===== config.mk =====
export PLATFORM = sky130hd
export DESIGN_NAME = lftl_front
export DESIGN_NICKNAME = d
export VERILOG_FILES = /design/src/lftl_pkg.sv /design/src/lftl_front.sv
export SDC_FILE = /design/constraint.sdc
export NUM_CORES = 1
export LEC_CHECK = 0
export ABC_CLOCK_PERIOD_IN_PS = 6400
export BUFFER_PORTS_ARGS = -buffer_cell sky130_fd_sc_hd__buf_4
export CAP_MARGIN = 40
export CORE_ASPECT_RATIO = 1.1
export CORE_UTILIZATION = 56
export CTS_CLUSTER_SIZE = 25
export DETAILED_ROUTE_END_ITERATION = 10
export PLACE_DENSITY = 0.93
export SLEW_MARGIN = 20
export SYNTH_ARGS = -nofsm -noshare
export SYNTH_HDL_FRONTEND = slang
export SYNTH_SLANG_ARGS = --single-unit

===== constraint.sdc =====
create_clock -name i_clk -period 6.4 [get_ports i_clk]
set_input_delay 0 -clock i_clk [delete_from_list [all_inputs] [get_ports i_clk]]
set_output_delay 0 -clock i_clk [all_outputs]
set_load 0.01 [all_outputs]

===== src/lftl_pkg.sv =====
// Shared types and constants for the looping frame time lookup unit.
package lftl_pkg;

    localparam int TIME_W     = 32;
    localparam int CFG_W      = 11;
    localparam int STATUS_W   = 2;
    localparam int MAX_FRAMES = 1024;

    localparam logic OP_WRITE = 1'b0;
    localparam logic OP_QUERY = 1'b1;

    localparam logic [STATUS_W-1:0] ST_OK    = 2'd0;
    localparam logic [STATUS_W-1:0] ST_EMPTY = 2'd1;
    localparam logic [STATUS_W-1:0] ST_ZDUR  = 2'd2;

    typedef struct packed {
        logic              op;
        logic [9:0]        idx;
        logic [TIME_W-1:0] etime;
        logic [TIME_W-1:0] qtime;
    } t_cmd;

endpackage


===== src/lftl_front.sv =====
// Front end: accepts input words into a two-entry queue for the back end.
module lftl_front (
    input  logic            i_clk,
    input  logic            i_rst_n,
    input  logic            i_valid,
    output logic            o_stall,
    input  lftl_pkg::t_cmd  i_cmd,
    output logic            o_valid,
    input  logic            i_take,
    output lftl_pkg::t_cmd  o_cmd
);
    lftl_pkg::t_cmd r_q [2];
    logic           r_wp, r_rp;
    logic [1:0]     r_cnt;
    logic           push, pop;

    assign o_stall = (r_cnt == 2'd2);
    assign push    = i_valid && !o_stall;
    assign o_valid = (r_cnt != 2'd0);
    assign pop     = o_valid && i_take;
    assign o_cmd   = r_q[r_rp];

    always_ff @(posedge i_clk) begin
        if (push) begin
            r_q[r_wp] <= i_cmd;
        end
        if (!i_rst_n) begin
            r_wp  <= 1'b0;
            r_rp  <= 1'b0;
            r_cnt <= 2'd0;
        end else begin
            if (push) r_wp <= ~r_wp;
            if (pop) r_rp <= ~r_rp;
            r_cnt <= r_cnt + {1'b0, push} - {1'b0, pop};
        end
    end
endmodule


==> reports/metrics.yaml <==
outcome:
  outcome: "complete, no violations"
layout:
  nNetsFinal: 588
  fill_cells: 439
  areaGrowthSynthToFinish_pct: 44.7
  diodes: 0
  drive_gt1_share_pct: 51.9
  instances_no_fill: 640
timing:
  clock_skew_ps: 10.5
  fmax_ghz: 0.400
  hold_ws_ps: 206
  fin_crit_sh_pct: 39.1
  post-route-min-period_ps: 2500
  worst_pin_slew_ps: 642
  relSlewSlack_pct: 57.2
  drv_slew: 0
  setup_violations: 0
  tns_ps: 0
  hold_violations: 0
  rsz0062_at_grt: "false"
global_route:
  grt_max_degree: 41
  overflow: 0
  grt_usage_pct: 23.2
  grt_pass1_vias: 3472
  antenna_found_initial: 0
  grt_pass1_wl_um: 17900
synth:
  yosys.cell_count.top_type: "edfxtp_1"
  synthFlopType: "edfxtp_1"
  synth.area.top_cells: "edfxtp_1, mux2_4, mux2_2"
  ys_types: 18
  netlist.area_leader.share_pct: 77.0
  ys_seq_elements: 155
  avgSynthCellArea_um2: 22.6
  synthTopCellsByCount: "edfxtp_1, mux2_4, mux2_2"
  seq_area_frac_synth_pct: 78.7
  syn_area_um2: 5850
  synth-edff-count: 150
  async_reset_ff_share_pct: 0
  synth_top_area_cell: "edfxtp_1"
  synthCells: 259
  yosys_warnings: 0
  synth_nets: 340
routing:
  dr.first_iter.drc_count: 169
  drc: 0
  met3_length_um: 719
  met2_length_um: 6700
  met1_length_um: 4580
  top_layer: "met4"
  final_antenna_net_count: 0
  wirelength_um: 12200
  avgViaCountPerCell: 5.15
  firstDrtPassIters: 4
  avgRoutedWirePerCell_um: 19.1
  via_count: 3293
floorplan:
  row_count: 38
  dieArea_um2: 10900
  core_area_um2: 9980
  fp.dieH_um: 109
  initial_core_util_pct: 58.6
  chipWidth_um: 99.4
  ioPinCount: 156
clocking:
  cts_buffers: 17
  cts_resized: 0
  clk_path_buf_depth: 2
  clk_pin_slew_worst_paths_ps: 60
  clockRootBuffer: "clkbuf_8"
  clk_latency_ps: 520
  clkSinkCount: 155
  cts_tree: "built"
  htreeDepth: 4
critical_path:
  start_kind: "flop"
  cp-end-kind: "primary output"
  arrival_ps: 2500
  worstPathRequired_ps: 6400
  cp_max_fo: 38
  path_class: "flop to primary output"
placed_design:
  hpwlAfterDp_um: 6420
  dp.cells: 530
  numPortBuffers: 155
  routabilityCongestion: 0.691
min_path:
  hold_path_class: "primary input to flop"
power:
  total_leakage_power_uw: 0.00333
  ir_drop_uv: 254
  powerDensity_nw_per_um2: 362
run:
  cap_violations: 0
[layout make-up]
type	count	area (um2)	share of cell area [%]
multi-input combinational	93	1170	13.8
clock inverter	15	113	1.33
timing repair buffer	237	2000	23.6
sequential	155	4610	54.5
clock buffer	17	414	4.89
inverter	3	11.3	0.133
tap	120	150	1.77
[critical path, cell delays in order (launching register included)]
cell     delay [ps]
dfxtp_4         760
buf_4           640
mux2_2          420
buf_4           150
[through the flow]
| stage | instance area, um2 | util [%] | total power (uW) | worst slack [ps] |
|---|---|---|---|---|
| after floorplan | 5850 | - | 1830 | 2180 |
| after global placement | 7120 | 71.3 | 2110 | 4450 |
| after detailed placement | 7160 | 71.7 | 2150 | 4410 |
| after CTS | 8460 | 84.8 | 3070 | 3850 |
| after global routing | 8460 | 84.8 | 3180 | 3770 |
| final | 8460 | 84.8 | 3060 | 3900 |
[cell families (layout without fill, tap and decap cells)]
kind of cell    after synthesis  in the layout  share of synthesized area (%)
flops                       155            155                           78.7
buf+inv                      11            272                           1.52
fa+ha+maj                     2              2                          0.428
xor+xnor                      3              3                          0.449
compound gates                1              1                          0.128
simple gates                 11             11                          0.920
mux                          76             76                           17.8
[routing by layer]
metal  track usage [%]  vias up
met5                 0        -
met4              8.72        0
met3              7.31       25
met2              42.0      153
met1              25.6     1607
li1                  -     1508
[state kept, by name (all words and copies together) (netlist names), named ones only]
name and count:
r_cnt 2, r_q 150, r_rp 1, r_wp 1
[cell usage in the layout (no fill, tap or decap), drive strengths merged]
master	instances
nand2	2
dfxtp	5
edfxtp	150
clkinvlp	3
inv	10
and2	1
mux2	75
mux2i	1
dlygate4sd3	78
nand2b	2
clkbuf	17
and3	1
clkinv	5
or2	1
buf	159
xor2	1
xnor2	2
ha	2
o21a	1
nor2	4
[repair_timing]
action | CTS | global route
hold buffers | 78 | 0
endpoints found under the hold margin | 155 | 0
setup buffers | 0 | 0
[power breakdown]
part | switching [uW] | internal, uW | total (uW)
Combinational | 350 | 477 | 827
Sequential | 79.0 | 1280 | 1360
Clock | 400 | 482 | 882
[worst paths after layout]
check	startpoint	endpoint	slack, ps	cells after the start
max	flop	o_cmd[17]	3900	3
min	i_cmd[13]	r_q[0][13]$_DFFE_PP_	210	2
max reg2reg	r_cnt[0]$_SDFF_PN0_	r_q[0][23]$_DFFE_PP_	4480	5
min reg2reg	r_rp$_SDFFE_PN0P_	flop	520	2
(Power assumes the default switching activity.)
